## config.mk

```make
export PLATFORM = sky130hd
export DESIGN_NAME = trial_division_primality_test_core_flat
export DESIGN_NICKNAME = d
export VERILOG_FILES = /design/src/rtl/tdpt_pkg.sv /design/src/rtl/tdpt_num_if.sv /design/src/rtl/tdpt_res_if.sv /design/src/rtl/tdpt_datapath.sv /design/src/rtl/tdpt_ctrl.sv /design/src/rtl/trial_division_primality_test_core.sv /design/src/flat_wrapper.sv
export SDC_FILE = /design/constraint.sdc
export NUM_CORES = 1
export LEC_CHECK = 0
export BUFFER_PORTS_ARGS = -buffer_cell sky130_fd_sc_hd__buf_2
export CAP_MARGIN = 30
export CELL_PAD_IN_SITES_DETAIL_PLACEMENT = 0
export CELL_PAD_IN_SITES_GLOBAL_PLACEMENT = 1
export CORE_UTILIZATION = 25
export DETAILED_ROUTE_END_ITERATION = 10
export HOLD_SLACK_MARGIN = 0.02
export PLACE_DENSITY = 0.52
export RECOVER_POWER = 50
export SYNTH_ARGS = -nofsm -noshare
export SYNTH_HDL_FRONTEND = slang
export SYNTH_HIERARCHICAL = 1
export SYNTH_SLANG_ARGS = --single-unit
```

## constraint.sdc

```tcl
create_clock -name clk -period 16.6 [get_ports clk]
set_input_delay 2.49 -clock clk [delete_from_list [all_inputs] [get_ports clk]]
set_output_delay 2.49 -clock clk [all_outputs]
set_load 0.005 [all_outputs]
```

## src/rtl/tdpt_pkg.sv

```systemverilog
`timescale 1ns / 1ps
`default_nettype none

package tdpt_pkg;

	// First trial divisor and its square.
	localparam int unsigned FirstDivisor = 2;
	localparam int unsigned FirstSquare  = FirstDivisor * FirstDivisor;

	// Commands from the controller to the datapath.
	typedef struct packed {
		logic load;       // latch the number, set the divisor to the first divisor and the square to its square
		logic div_start;  // clear the remainder and arm the bit counter
		logic div_step;   // one restoring remainder step
		logic advance;    // move to the next divisor and its square
		logic res_load;   // load the result register
		logic res_val;    // value loaded into the result register
	} tdpt_cmd_t;

	// Status from the datapath to the controller.
	typedef struct packed {
		logic small_n;    // number is below two
		logic past_bound; // square of the current divisor exceeds the number
		logic next_past;  // square of the next divisor exceeds the number
		logic div_last;   // the remainder step under way is the last one
		logic rem_zero;   // remainder of the finished division is zero
	} tdpt_sts_t;

	typedef enum logic [4:0] {
		ST_IDLE  = 5'b00001,
		ST_BOUND = 5'b00010,
		ST_DIV   = 5'b00100,
		ST_NEXT  = 5'b01000,
		ST_FIN   = 5'b10000
	} tdpt_state_t;

endpackage

`default_nettype wire

```

## src/rtl/tdpt_num_if.sv

```systemverilog
`timescale 1ns / 1ps
`default_nettype none

interface tdpt_num_if #(
	parameter int NUMBER_BITS = 31
);
	logic                   valid;
	logic                   ready;
	logic [NUMBER_BITS-1:0] number;

	modport source (output valid, output number, input ready);
	modport sink   (input valid, input number, output ready);
endinterface

`default_nettype wire

```

## src/rtl/tdpt_res_if.sv

```systemverilog
`timescale 1ns / 1ps
`default_nettype none

interface tdpt_res_if;
	logic valid;
	logic ready;
	logic is_prime;

	modport source (output valid, output is_prime, input ready);
	modport sink   (input valid, input is_prime, output ready);
endinterface

`default_nettype wire

```

## src/rtl/tdpt_datapath.sv

```systemverilog
`timescale 1ns / 1ps
`default_nettype none

module tdpt_datapath
	import tdpt_pkg::*;
#(
	parameter int NUMBER_BITS = 31
) (
	input  wire                    clk,
	input  wire  [NUMBER_BITS-1:0] number,
	input  tdpt_cmd_t              cmd,
	output tdpt_sts_t              sts,
	output logic                   is_prime
);

	localparam int W   = NUMBER_BITS;
	localparam int DW  = (W + 1) / 2 + 1;  // divisor never exceeds floor(sqrt(n)) + 1
	localparam int SQW = W + 1;            // square of that divisor
	localparam int CW  = $clog2(W);

	logic [W-1:0]   n_q;
	logic [W-1:0]   sh_q;
	logic [DW-1:0]  d_q;
	logic [SQW-1:0] sq_q;
	logic [DW-1:0]  r_q;
	logic [CW-1:0]  cnt_q;
	logic           res_q;

	logic [DW:0]    trial;
	logic [DW:0]    trial_sub;
	logic           trial_ge;
	logic [SQW-1:0] sq_next;

	// Restoring remainder step: bring down the next bit of the number.
	assign trial     = {r_q, sh_q[W-1]};
	assign trial_ge  = trial >= {1'b0, d_q};
	assign trial_sub = trial - {1'b0, d_q};

	// (d + 1)^2 = d^2 + 2d + 1
	assign sq_next = sq_q + SQW'({d_q, 1'b1});

	always_ff @(posedge clk) begin
		if (cmd.load) begin
			n_q  <= number;
			d_q  <= DW'(FirstDivisor);
			sq_q <= SQW'(FirstSquare);
		end
		if (cmd.advance) begin
			d_q  <= d_q + DW'(1);
			sq_q <= sq_next;
		end
		if (cmd.div_start) begin
			r_q   <= '0;
			sh_q  <= n_q;
			cnt_q <= CW'(W - 1);
		end else if (cmd.div_step) begin
			r_q   <= trial_ge ? trial_sub[DW-1:0] : trial[DW-1:0];
			sh_q  <= {sh_q[W-2:0], 1'b0};
			cnt_q <= cnt_q - CW'(1);
		end
		if (cmd.res_load) begin
			res_q <= cmd.res_val;
		end
	end

	always_comb begin
		sts.small_n    = n_q < W'(FirstDivisor);
		sts.past_bound = sq_q > {1'b0, n_q};
		sts.next_past  = sq_next > {1'b0, n_q};
		sts.div_last   = cnt_q == '0;
		sts.rem_zero   = r_q == '0;
	end

	assign is_prime = res_q;

endmodule

`default_nettype wire

```

## src/rtl/tdpt_ctrl.sv

```systemverilog
`timescale 1ns / 1ps
`default_nettype none

module tdpt_ctrl
	import tdpt_pkg::*;
(
	input  wire       clk,
	input  wire       arst_n,
	input  wire       in_valid,
	output logic      in_ready,
	output logic      out_valid,
	input  wire       out_ready,
	input  tdpt_sts_t sts,
	output tdpt_cmd_t cmd
);

	tdpt_state_t state_q, state_d;
	logic        verdict_q, verdict_d;
	logic        out_valid_q, out_valid_d;
	logic        res_free;

	assign res_free  = !out_valid_q || out_ready;
	assign in_ready  = state_q == ST_IDLE;
	assign out_valid = out_valid_q;

	always_comb begin
		state_d     = state_q;
		verdict_d   = verdict_q;
		out_valid_d = out_valid_q && !out_ready;
		cmd         = '0;
		case (state_q)
			ST_IDLE: begin
				if (in_valid) begin
					cmd.load = 1'b1;
					state_d  = ST_BOUND;
				end
			end
			ST_BOUND: begin
				if (sts.small_n) begin
					verdict_d = 1'b0;
					state_d   = ST_FIN;
				end else if (sts.past_bound) begin
					verdict_d = 1'b1;
					state_d   = ST_FIN;
				end else begin
					cmd.div_start = 1'b1;
					state_d       = ST_DIV;
				end
			end
			ST_DIV: begin
				cmd.div_step = 1'b1;
				if (sts.div_last) begin
					state_d = ST_NEXT;
				end
			end
			ST_NEXT: begin
				if (sts.rem_zero) begin
					verdict_d = 1'b0;
					state_d   = ST_FIN;
				end else if (sts.next_past) begin
					verdict_d = 1'b1;
					state_d   = ST_FIN;
				end else begin
					cmd.advance   = 1'b1;
					cmd.div_start = 1'b1;
					state_d       = ST_DIV;
				end
			end
			ST_FIN: begin
				if (res_free) begin
					cmd.res_load = 1'b1;
					cmd.res_val  = verdict_q;
					out_valid_d  = 1'b1;
					state_d      = ST_IDLE;
				end
			end
			default: begin
				state_d = ST_IDLE;
			end
		endcase
	end

	always_ff @(posedge clk or negedge arst_n) begin
		if (!arst_n) begin
			state_q     <= ST_IDLE;
			verdict_q   <= 1'b0;
			out_valid_q <= 1'b0;
		end else begin
			state_q     <= state_d;
			verdict_q   <= verdict_d;
			out_valid_q <= out_valid_d;
		end
	end

endmodule

`default_nettype wire

```

## src/rtl/trial_division_primality_test_core.sv

```systemverilog
`timescale 1ns / 1ps
`default_nettype none

// Channel     Role    Payload
// number_ch   sink    number   [NUMBER_BITS-1:0], unsigned integer to test
// result_ch   source  is_prime [0], 1 when the number is prime
//
// Each trial divisor tried costs one bit-serial remainder pass over the NUMBER_BITS
// bits of the number in the shared restoring divider plus one decision state (ST_NEXT).
// Reset (arst_n low) returns the controller to idle and drops a pending result.
// A new item is taken while an earlier result still waits on result_ch; the
// controller holds its verdict only if that result has still not been taken.

module trial_division_primality_test_core
	import tdpt_pkg::*;
#(
	parameter int NUMBER_BITS = 31
) (
	input  wire        clk,
	input  wire        arst_n,
	tdpt_num_if.sink   number_ch,
	tdpt_res_if.source result_ch
);

	tdpt_cmd_t cmd;
	tdpt_sts_t sts;

	// The controller sequences bound check, remainder passes and verdict.
	tdpt_ctrl u_ctrl (
		.clk       (clk),
		.arst_n    (arst_n),
		.in_valid  (number_ch.valid),
		.in_ready  (number_ch.ready),
		.out_valid (result_ch.valid),
		.out_ready (result_ch.ready),
		.sts       (sts),
		.cmd       (cmd)
	);

	// The datapath holds the number, the divisor with its running square,
	// the serial divider and the result register.
	tdpt_datapath #(
		.NUMBER_BITS (NUMBER_BITS)
	) u_datapath (
		.clk      (clk),
		.number   (number_ch.number),
		.cmd      (cmd),
		.sts      (sts),
		.is_prime (result_ch.is_prime)
	);

endmodule

`default_nettype wire

```

## src/flat_wrapper.sv

```systemverilog
// flat-port wrapper written by rule: the top's interface ports become plain ports
module trial_division_primality_test_core_flat import tdpt_pkg::*;
#(
	parameter int NUMBER_BITS = 31
)
  (clk, arst_n, number_ch_valid, number_ch_number, number_ch_ready, result_ch_valid, result_ch_is_prime, result_ch_ready);
  tdpt_num_if #(.NUMBER_BITS(NUMBER_BITS)) number_ch_i ();
  tdpt_res_if result_ch_i ();
  input  wire clk;
  input  wire arst_n;
  input wire logic [$bits(number_ch_i.valid)-1:0] number_ch_valid;
  input wire logic [$bits(number_ch_i.number)-1:0] number_ch_number;
  output wire logic [$bits(number_ch_i.ready)-1:0] number_ch_ready;
  output wire logic [$bits(result_ch_i.valid)-1:0] result_ch_valid;
  output wire logic [$bits(result_ch_i.is_prime)-1:0] result_ch_is_prime;
  input wire logic [$bits(result_ch_i.ready)-1:0] result_ch_ready;
  assign number_ch_i.valid = number_ch_valid;
  assign number_ch_i.number = number_ch_number;
  assign number_ch_ready = number_ch_i.ready;
  assign result_ch_valid = result_ch_i.valid;
  assign result_ch_is_prime = result_ch_i.is_prime;
  assign result_ch_i.ready = result_ch_ready;
  trial_division_primality_test_core #(.NUMBER_BITS(NUMBER_BITS)) u_core (.clk(clk), .arst_n(arst_n), .number_ch(number_ch_i), .result_ch(result_ch_i));
endmodule
```

==> metrics.md, run 1 <==
| Metric | Value |
|---|---|
| EDFF count, synth | `approximately 110` |
| Top-count cell post-synth | `edfxtp_1` |
| Layout area overhead | `14.0%` |
| Postcts setup bufs | `0` |
| Adder-Cell Fraction of Synth Area | `13.6%` |
| TritonCTS clock tree | `done` |
| Largest family of logic cells by synthesized area | `simple AND/OR/NAND/NOR gates` |
| Buffers on Ports | `37` |
| Vias in the first global route | `about 6800` |
| Worst EP arrival | `8680 ps` |
| Initial antenna violation count | `0` |
| Failing checks | `capacitance limit, slew limit` |
| Fill count | `slightly below 4000` |
| Synth warn | `6` |
| Top cell by count, worst path | `o21ai_0` |
| TritonRoute pass-1 iters | `4` |
| Die Ht | `slightly below 200 um` |
| Total routed wirelength | `25000 um` |
| Count of cell types in the netlist | `66` |
| Clk_skew | `between 10 and 15 ps` |
| Mapped Nets | `1039` |
| Crit-path max FO | `50` |
| Final Util | `between 20% and 30%` |
| IO Count | `38` |
| Antenna violation net count after detailed routing | `0` |
| Top cells by area, synth | `edfxtp_1 (36%), ha_1 (13%), dfxtp_1 (4.7%)` |
| Slew HR | `-88.2%` |
| Clk pwr share | `between 20 and 25%` |
| Clk root buf | `clkbuf_16` |
| Flop pwr share | `approximately 34%` |
| Die Area | `38000 um^2` |
| Achievable clock frequency | `roughly 0.12 GHz` |
| Number of remaining DRC errors | `0` |
| Worst hold start | `u_core/u_datapath/cnt_q[4]` |
| CTS buffer count | `17` |
| Wire length of the first global-routing pass | `approximately 40000 um` |
| H-Tree Depth | `4` |
| Share of layout cells above drive strength 1 | `10.8%` |
| Final Instance Area | `roughly 11000 um^2` |
| CP Class | `register to register` |
| Switching power of the nets | `685 uW` |
| Critical R2R Capture | `u_core/u_datapath/r_q[14]` |
| Fin nets | `about 1100` |
| Synth Area per Inst | `~10 um^2` |
| Total of max-cap violations | `3` |
| Setup-failing EPs final | `0` |
| Hold_buf cts | `0` |
| Status | `finished with violations` |
| Clk pin slew, worst setup/hold paths | `~70 ps` |
| Top cell type's share of synthesized area | `between 30% and 40%` |
| Top_reg_cell synth | `edfxtp_1` |
| Post-Synth Simple-Gate Area | `approximately 16%` |
| CTS max path bufs | `2` |
| Worst Max-Slew Pin Slew | `2820 ps` |
| DRT iter0 DRCs | `383` |
| Startpoint Class | `register` |
| HPWL after DPL | `around 19000 um` |
| Worst Reg-to-Reg Cells | `21` |
| #FFs+latches synth | `roughly 140` |
| Post-Syn Area | `9310 um^2` |
| Largest net degree at the start of global routing | `about 50` |
| Synth Area in XOR/XNOR | `4.89%` |
| Unrepaired setup endpoints after global routing | `no` |
| CP Cell Sequence | `ha_1 > nor2b_1 > o31a_1 > o31ai_1 > a211oi_1 > o21ai_0 > nor3b_1 > nor2_1 > ha_1 > and4_1 > a221o_1 > a211oi_1 > o21ai_0 > a2111oi_0 > o21ai_0 > nor3_1 > or2_2 > clkbuf_1 > nor2_1 > a32oi_1 > o31ai_1` |
| Crit end category | `register` |
| Vias | `~7000` |
| Row count | `70` |
| Yosys top cell by area | `edfxtp_1` |
| Min-Delay Path Depth | `2` |
| Gpl congestion | `~0.80` |
| Cells after Synth | `around 900` |
| Top post-synthesis cells by count | `edfxtp_1 (112), ha_1 (98), nor2_1 (72), inv_1 (68), nand2_1 (51)` |
| WL/cell | `around 18 um` |
| Critical Path Slowest Stage Cell | `clkbuf_1` |
| Placed Area | `approximately 10000 um^2` |
| Leak pwr | `approximately 4.2 nW` |
| TNS Setup | `0 ps` |
| Type of the most critical hold path | `register to register` |
| Reg2reg start | `u_core/u_datapath/d_q[1]` |
| Ys async rst share | `between 4 and 5%` |
| Compound-cell area share of the yosys netlist | `a little over an eighth` |
| Gr ovfl total | `0` |
| Power density over the cells | `159 nW/um^2` |
| Seq/Total Area, Yosys | `42.7%` |
| Vias/cell | `~4.8` |
| Post-CTS Resized | `0` |
| ANT cells | `0` |
| Pint | `between 1 and 1.5 mW` |
| Initial Utilization | `approximately 25%` |
| Combinational share of power | `43.6%` |
| Clock sink count | `~140` |
| DIE WIDTH | `slightly below 200 um` |
| Clk_lat worst skew | `about 430 ps` |
| Final period util | `50.6%` |
| Fin. max-slew vios | `about 120` |
| Reg-to-reg slack, setup | `8210 ps` |
| Net Sw Frac | `between 40% and 50%` |
| Core Area | `around 37000 um^2` |
| Max incr delay on CP | `about 2000 ps` |
| Post-synthesis mux area share | `5.48%` |
| Final critical-path required period | `8390 ps` |
| Final Hold Viols | `0` |
| Worst path required time | `16890 ps` |
| Hold endpoint | `u_core/u_datapath/cnt_q[4]` |
| All-layer global routing usage | `13.6%` |
| Hold_ws | `a little over 500 ps` |
| Peak VDD IR | `a little under 0.06 mV` |
[stage by stage]
stage | setup WS [ps] | std cells | power, mW
2_1_floorplan | 10600 | 904 | 1.09
3_3_place_gp | 9930 | 1395 | 1.32
3_5_place_dp | 9890 | 1396 | 1.31
4_1_cts | 9880 | 1428 | 1.70
5_1_grt | 7310 | 1428 | 1.83
6_report | 8210 | 1428 | 1.69
[layout make-up]
type                            instances  area (um^2)  area share [%]
Clock buffer                           18          429            4.04
Sequential cell                       141         3980            37.5
Inverter                               68          255            2.40
Multi-Input combinational cell        675         4990            47.0
Clock inverter                         14          135            1.27
Timing Repair Buffer                   44          238            2.24
Tap cell                              468          586            5.52
[cell families (layout without fill, tap and decap cells)]
family | count (synthesis) | count (layout)
and+or+nand+nor | 289 | 289
AOI/OAI and AO/OA | 187 | 187
DFF | 141 | 141
adders and majority gates | 100 | 100
buffers and inverters | 88 | 144
xor gates and xnor gates | 52 | 52
muxes | 47 | 47
[placed cells by master (no fill, tap or decap), types with 14 or more instances in the layout]
cell type,n
a211oi_1,18
nor4_1,14
xnor2_1,38
nand4_1,28
o21ai_0,34
edfxtp_1,112
inv_1,68
dfxtp_1,22
and3_1,14
nand3_1,19
mux2i_1,15
xor2_1,14
and2_1,20
ha_1,98
a21o_1,31
buf_2,33
mux2_2,31
a21oi_1,44
nand2b_1,15
nand2_1,51
clkbuf_16,17
nor2_1,72
[worst max-delay path by stage]
stage	from	endpoint	slack [ps]
floorplan	u_core/u_datapath/d_q[1]	u_core/u_datapath/sh_q[0]	10600
global placement	u_core/u_datapath/d_q[1]	u_core/u_datapath/sh_q[26]	9930
detailed placement	u_core/u_datapath/d_q[1]	u_core/u_datapath/sq_q[26]	9890
CTS	u_core/u_datapath/d_q[1]	u_core/u_datapath/sq_q[25]	9880
global route	u_core/u_datapath/d_q[1]	u_core/u_datapath/r_q[14]	7310
finish	u_core/u_datapath/d_q[1]	u_core/u_datapath/r_q[14]	8210
[flip-flops by register name (all words and copies together) (netlist names)]
name and flops:
u_core/u_datapath/n_q 31, u_core/u_datapath/is_prime 1, u_core/u_datapath/sh_q 31, u_core/u_datapath/d_q 17
u_core/u_ctrl/out_valid 1, u_core/u_datapath/cnt_q 5, u_core/u_datapath/sq_q 32, u_core/u_ctrl/state_q 5
u_core/u_ctrl/verdict_q 1, u_core/u_datapath/r_q 17
[per-layer routing]
| metal | share of wire (%) | GRT usage (%) | up-vias |
|---|---|---|---|
| met5 | 0 | 0 | - |
| li1 | - | - | 3455 |
| met4 | 0.97 | 3.03 | 0 |
| met1 | 52 | 19.2 | 3287 |
| met2 | 45 | 21.4 | 72 |
| met3 | 2.4 | 2.44 | 16 |
[critical path: cells and delay by family (launching register included)]
family / cells / cell delay (ps)
fa+ha+maj: 2 / 670
flops: 1 / 470
simple gates: 7 / 1650
compound gates: 11 / 3460
buf+inv: 1 / 1990
[power by group through the flow]
stage	Sequential [mW]	Clock [mW]	Combinational [mW]
3_5_place_dp	0.579	0	0.733
6_report	0.572	0.379	0.734
3_3_place_gp	0.581	0	0.738
5_1_grt	0.587	0.407	0.834
4_1_cts	0.573	0.392	0.739
2_1_floorplan	0.543	0	0.547
Power figures use the tool's default switching activity.
==> run 2: changes to the inputs <==
--- a/config.mk
+++ b/config.mk
@@ -12,7 +12,7 @@
 export CORE_UTILIZATION = 25
 export DETAILED_ROUTE_END_ITERATION = 10
 export HOLD_SLACK_MARGIN = 0.02
-export PLACE_DENSITY = 0.52
+export PLACE_DENSITY = 0.54
 export RECOVER_POWER = 50
 export SYNTH_ARGS = -nofsm -noshare
 export SYNTH_HDL_FRONTEND = slang
==> constraint.sdc (replaced) <==
create_clock -name clk -period 7.6 [get_ports clk]
set_input_delay 1.14 -clock clk [delete_from_list [all_inputs] [get_ports clk]]
set_output_delay 1.14 -clock clk [all_outputs]
set_load 0.005 [all_outputs]
==> metrics.md, run 2 (synthesis gave the netlist of run 1 again) <==
| Metric | Value |
|---|---|
| Status | `finished with violations` |
| Failing checks | `capacitance limit, slew limit` |
| Final Hold Viols | `0` |
| All-layer global routing usage | `a little over an eighth` |
| Layout area overhead | `14.8%` |
| Critical Path Slowest Stage Cell | `a2111oi_0` |
| IO Count | `38` |
| Clk root buf | `clkbuf_16` |
| Gr ovfl total | `0` |
| Setup-failing EPs final | `0` |
| Setup slack at placement | `roughly 830 ps` |
| CP Cell Sequence | `ha_1 > nor2b_1 > o31a_1 > o31ai_1 > a211oi_1 > o21ai_0 > nor3b_1 > nor2_1 > ha_1 > and4_1 > a221o_1 > a211oi_1 > o21ai_0 > a2111oi_0 > o21ai_0 > nor3_2 > buf_4 > or2_2 > buf_12` |
| Postcts setup bufs | `0` |
| Clk_skew | `13.5 ps` |
| Clk pin slew, worst setup/hold paths | `70 ps` |
| H-Tree Depth | `4` |
| Uppermost layer routed | `met4` |
| HPWL after DPL | `~18000 um` |
| Max incr delay on CP | `around 670 ps` |
| TNS Setup | `0 ps` |
| TritonRoute pass-1 iters | `4` |
| Post-CTS Resized | `0` |
| Clock sink count | `about 140` |
| CP Class | `register to register` |
| Met1 Wirelength | `roughly 12000 um` |
| CTS buffer count | `17` |
| Worst EP arrival | `slightly below 7000 ps` |
| Crit end category | `register` |
| Worst path required time | `roughly 7700 ps` |
| Vias in the first global route | `about 7000` |
| Commonest non-fill, non-tap cell in the layout | `edfxtp_1` |
| Buffers on Ports | `37` |
| Final period util | `87.3%` |
| Slew HR | `-23.6%` |
| Initial antenna violation count | `0` |
| Buf+Inv Stages, Crit Path | `2` |
| Die Area | `38000 um^2` |
| Tot Pwr | `3.75 mW` |
| TritonCTS clock tree | `done` |
| Crit-path max FO | `37` |
| DRT iter0 DRCs | `between 300 and 400` |
| Startpoint Class | `register` |
| Unrepaired setup endpoints after global routing | `no` |
| Fin nets | `1082` |
| Top cell by count, worst path | `o21ai_0` |
| Worst Max-Slew Pin Slew | `~1900 ps` |
| Number of remaining DRC errors | `0` |
| Initial Utilization | `approximately 25%` |
| Total routed wirelength | `~24000 um` |
| Met3 WL post-DR | `about 670 um` |
| Largest registers | `u_core/u_datapath/sq_q (32), u_core/u_datapath/n_q (31), u_core/u_datapath/sh_q (31)` |
| DIE WIDTH | `195 um` |
| Largest net degree at the start of global routing | `51` |
| Most frequent cells in the layout | `edfxtp_1 (112), ha_1 (98), nor2_1 (72)` |
| Max reg flops | `32` |
| Vias/cell | `between 4 and 5` |
| Core Area | `approximately 37000 um^2` |
| Clk_lat worst skew | `430 ps` |
| ANT cells | `0` |
| Top Family by Delay on Critical Path | `compound AO/OA/AOI/OAI gates` |
| Type of the most critical hold path | `register to register` |
| Hold_buf cts | `0` |
| Die Ht | `about 200 um` |
| Most flop-heavy register | `u_core/u_datapath/sq_q` |
| Final Util | `29.2%` |
| Final Instance Area | `about 11000 um^2` |
| Leak pwr | `approximately 4.3 nW` |
| CTS max path bufs | `2` |
| Share of layout cells above drive strength 1 | `11.6%` |
| Met2 routed WL | `10800 um` |
| Total of max-cap violations | `1` |
| Final critical-path required period | `6640 ps` |
| Gpl congestion | `0.804` |
| Antenna violation net count after detailed routing | `0` |
| Peak VDD IR | `0.111 mV` |
| Achievable clock frequency | `0.151 GHz` |
| Fin. max-slew vios | `33` |
| Power density over the cells | `between 300 and 400 nW/um^2` |
| Vias | `6808` |
| WL/cell | `16.6 um` |
| Wire length of the first global-routing pass | `~38000 um` |
| Final worst slack | `around 960 ps` |
| Row count | `70` |
| Placed Area | `about 10000 um^2` |
[run 2: stage by stage]
step / std cells / hold WS [ps]
after floorplan: 904 / 456
after global placement: 1396 / 480
after detailed placement: 1396 / 491
after CTS: 1428 / 505
after global routing: 1428 / 516
final: 1428 / 494
[run 2: worst paths after layout]
path | end | from | slack, ps | cells past startpoint
worst max-delay path | u_core/u_datapath/sq_q[24] | u_core/u_datapath/d_q[1] | 960 | 19
worst min-delay path | u_core/u_ctrl/verdict_q | u_core/u_ctrl/verdict_q | 490 | 1
worst max register to register | u_core/u_datapath/sq_q[24] | u_core/u_datapath/d_q[1] | 960 | 19
worst min register to register | u_core/u_ctrl/verdict_q | u_core/u_ctrl/verdict_q | 490 | 1
max in group asynchronous | u_core/u_ctrl/state_q[0] | arst_n | 6680 | 1
min in group asynchronous | u_core/u_ctrl/out_valid | arst_n | 610 | 1
[run 2: power breakdown]
part	internal [mW]	leakage, nW	switching, mW
sequential	1.07	1.32	0.177
clock	0.555	0.301	0.355
combinational	0.659	2.64	0.936
total	2.28	4.26	1.47
[run 2: routing by layer]
| metal | GRT usage [%] | up-vias |
|---|---|---|
| li1 | - | 3462 |
| met1 | 18.5 | 3265 |
| met2 | 20.7 | 73 |
| met3 | 2.56 | 8 |
| met4 | 2.42 | 0 |
| met5 | 0 | - |
[run 2: worst register-to-register path: cells and delay by family (launching register included)]
| kind | cells | cell delay [ps] |
|---|---|---|
| flip-flops | 1 | 470 |
| buffers and inverters | 2 | 650 |
| AO/OA/AOI/OAI | 9 | 2980 |
| adder cells (fa/ha/maj) | 2 | 670 |
| AND/OR/NAND/NOR | 6 | 1510 |
[run 2: cell type report]
| cell class | count | area [um^2] |
|---|---|---|
| Clock buffer | 17 | 425 |
| Sequential cell | 141 | 3980 |
| Fill cell | 3804 | 25900 |
| Clock inverter | 15 | 209 |
| Inverter | 68 | 255 |
| Tap cell | 468 | 586 |
| Multi-Input combinational cell | 675 | 5000 |
| Timing Repair Buffer | 44 | 236 |
==> run 3: changes to the inputs <==
--- a/config.mk
+++ b/config.mk
@@ -16,5 +16,5 @@
 export RECOVER_POWER = 50
 export SYNTH_ARGS = -nofsm -noshare
 export SYNTH_HDL_FRONTEND = slang
-export SYNTH_HIERARCHICAL = 1
 export SYNTH_SLANG_ARGS = --single-unit
+export TNS_END_PERCENT = 10
==> metrics.md, run 3 <==
| Metric | Value |
|---|---|
| Status | `finished with violations` |
| Failing checks | `capacitance limit, slew limit` |
| Final period util | `between 80% and 90%` |
| Gr ovfl total | `0` |
| Initial Utilization | `~25%` |
| Post-Syn Area | `~9300 um^2` |
| Total of max-cap violations | `2` |
| Most flop-heavy register | `u_core.u_datapath.sq_q` |
| Net Sw Frac | `37.2%` |
| Total routed wirelength | `between 20000 and 25000 um` |
| Count of cell types in the netlist | `63` |
| Final worst slack | `1420 ps` |
| Gpl congestion | `roughly 0.78` |
| Antenna violation net count after detailed routing | `0` |
| CP Class | `register to register` |
| #FFs+latches synth | `141` |
| DIE WIDTH | `a little under 200 um` |
| Cells after Synth | `891` |
| Unrepaired setup endpoints after global routing | `no` |
| TritonCTS clock tree | `done` |
| Hold_buf cts | `0` |
| Crit end category | `register` |
| Synth warn | `0` |
| Top_reg_cell synth | `edfxtp_1` |
| CP Launch Point | `u_core.u_datapath.d_q[1]` |
| Die Area | `about 38000 um^2` |
| Type of the most critical hold path | `register to register` |
| Clock sink count | `between 100 and 150` |
| Slew HR | `-64.8%` |
| Vias in the first global route | `slightly below 7000` |
| EDFF count, synth | `112` |
| Seq/Total Area, Yosys | `a little over two fifths` |
| Layout area overhead | `14.3%` |
| Final Util | `between 20% and 30%` |
| Worst Reg-to-Reg Cells | `18` |
| Post-CTS Resized | `0` |
| Worst EP arrival | `approximately 6300 ps` |
| CTS max path bufs | `2` |
| DRT iter0 DRCs | `between 300 and 400` |
| Final cell count without fillers | `1415` |
| Startpoint Class | `register` |
| Top cell type's share of synthesized area | `36.3%` |
| Vias/cell | `4.70` |
| Clk pwr share | `27.0%` |
| Core Area | `around 37000 um^2` |
| Top cells by area, synth | `edfxtp_1 (36%), ha_1 (13%), dfxtp_1 (4.7%)` |
| Pint | `around 2.1 mW` |
| Flop pwr share | `35.4%` |
| Clk root buf | `clkbuf_16` |
| Power density over the cells | `approximately 320 nW/um^2` |
| Share of layout cells above drive strength 1 | `between 10% and 20%` |
| Buffers on Ports | `37` |
| Largest registers | `u_core.u_datapath.sq_q (32), u_core.u_datapath.n_q (31), u_core.u_datapath.sh_q (31)` |
| Most frequent cells in the layout | `edfxtp_1 (112), ha_1 (98), inv_1 (67)` |
| Crit-path max FO | `30` |
| TNS Setup | `0 ps` |
| Switching power of the nets | `around 1.3 mW` |
| Largest net degree at the start of global routing | `44` |
| Row count | `70` |
| Worst path required time | `~7700 ps` |
| Worst Max-Slew Pin Slew | `approximately 2500 ps` |
| IO Count | `38` |
| ANT cells | `0` |
| Postcts setup bufs | `0` |
| Top-count cell post-synth | `edfxtp_1` |
| Vias | `between 6000 and 7000` |
| Number of remaining DRC errors | `0` |
| Die Ht | `195 um` |
| Clk_lat worst skew | `between 400 and 500 ps` |
| Fill count | `about 3800` |
| Fin nets | `~1100` |
| Final Hold Viols | `0` |
| Setup-failing EPs final | `0` |
| All-layer global routing usage | `a little over an eighth` |
| Peak VDD IR | `between 0.1 and 0.15 mV` |
| Final critical-path required period | `just over 6000 ps` |
| Wire length of the first global-routing pass | `between 30000 and 40000 um` |
| Setup crit end | `u_core.u_datapath.sh_q[18]` |
| WL/cell | `16.9 um` |
| Clk_skew | `about 12 ps` |
| Max reg flops | `32` |
| Mapped Nets | `around 1000` |
| CTS buffer count | `17` |
| H-Tree Depth | `4` |
| Synth Area per Inst | `about 10 um^2` |
| Placed cells | `roughly 1400` |
| Critical R2R Capture | `u_core.u_datapath.sh_q[18]` |
| Achievable clock frequency | `roughly 0.16 GHz` |
| Clk pin slew, worst setup/hold paths | `60 ps` |
| Initial antenna violation count | `0` |
| HPWL after DPL | `roughly 18000 um` |
| Tot Pwr | `roughly 3.4 mW` |
| Leak pwr | `roughly 4.3 nW` |
| Placed Area | `about 10000 um^2` |
| Yosys top cell by area | `edfxtp_1` |
| Reg-to-reg slack, setup | `around 1400 ps` |
| Setup slack at placement | `between 1500 and 2000 ps` |
| Ys async rst share | `under 10%` |
| Hold_ws | `472 ps` |
| Commonest non-fill, non-tap cell in the layout | `edfxtp_1` |
| Reg2reg start | `u_core.u_datapath.d_q[1]` |
| TritonRoute pass-1 iters | `5` |
| Top post-synthesis cells by count | `edfxtp_1 (112), ha_1 (98), inv_1 (67), nor2_1 (59), nand3_1 (50)` |
| Fin. max-slew vios | `between 70 and 80` |
| Final Instance Area | `about 11000 um^2` |
| Combinational share of power | `between 30% and 40%` |
[run 3: cell count changes after synthesis, moves of 6 or more]
cell	change
and3_1	-7
nand2b_1	-6
o22ai_1	+16
nand4_1	-11
nand3_1	+31
nor2_1	-13
mux2_2	-24
a211oi_1	-11
a21o_1	-20
mux2_4	+23
[run 3: layout make-up]
type / instances / area, um^2 / area share (%)
inverter: 67 / 251 / 2.37
multi-input combinational: 664 / 4940 / 46.6
sequential: 141 / 3980 / 37.6
timing repair buffer: 43 / 219 / 2.07
tap: 468 / 586 / 5.52
clock inverter: 12 / 186 / 1.76
clock buffer: 20 / 437 / 4.12
[run 3: layer usage]
layer | share of wire (%) | global-route usage, %
met5 | 0 | 0
met4 | 1.1 | 3.62
met3 | 2.6 | 2.33
met2 | 45 | 21.2
met1 | 51 | 18.0
[run 3: worst min-delay path by stage]
stage                                           from                  endpoint  depth (start not counted)
after detailed placement  u_core.u_datapath.cnt_q[4]  u_core.u_ctrl.state_q[3]                          1
after global placement    u_core.u_datapath.cnt_q[4]  u_core.u_ctrl.state_q[3]                          1
after CTS                 u_core.u_datapath.cnt_q[4]  u_core.u_ctrl.state_q[3]                          1
final                     u_core.u_datapath.cnt_q[4]  u_core.u_ctrl.state_q[3]                          1
after global routing      u_core.u_datapath.cnt_q[4]  u_core.u_ctrl.state_q[3]                          1
after floorplan           u_core.u_datapath.cnt_q[4]  u_core.u_ctrl.state_q[3]                          1
[run 3: power by group through the flow]
| stage | clock network, mW | registers, mW | logic (mW) |
|---|---|---|---|
| 3_5_place_dp | 0 | 1.21 | 1.27 |
| 4_1_cts | 0.935 | 1.19 | 1.29 |
| 3_3_place_gp | 0 | 1.21 | 1.28 |
| 2_1_floorplan | 0 | 1.14 | 0.952 |
| 6_report | 0.909 | 1.19 | 1.27 |
| 5_1_grt | 0.961 | 1.21 | 1.44 |
[run 3: kinds of logic (layout without fill, tap and decap cells)]
logic type	Yosys count	after routing	share of synthesized area, %
fa+ha+maj	100	100	13.6
simple gates	291	291	16.2
other cells	1	1	0.0404
xor+xnor	55	55	5.27
buf+inv	86	142	3.80
mux	43	43	5.98
flops	141	141	42.9
compound gates	174	174	12.2
[run 3: worst max-delay path: stages, from the launching register on]
cell and delay, ps:
edfxtp_1 530, ha_1 400, nor2b_1 160, o31ai_1 420, a21oi_1 230, o211ai_1 320
a211o_1 330, a21oi_1 120, xor2_1 180, ha_1 300, nand4_1 200, nor4_1 560
nand2_1 130, and3_1 170, a211o_1 220, a31o_1 250, o31a_2 670, nand2_1 200
buf_4 420
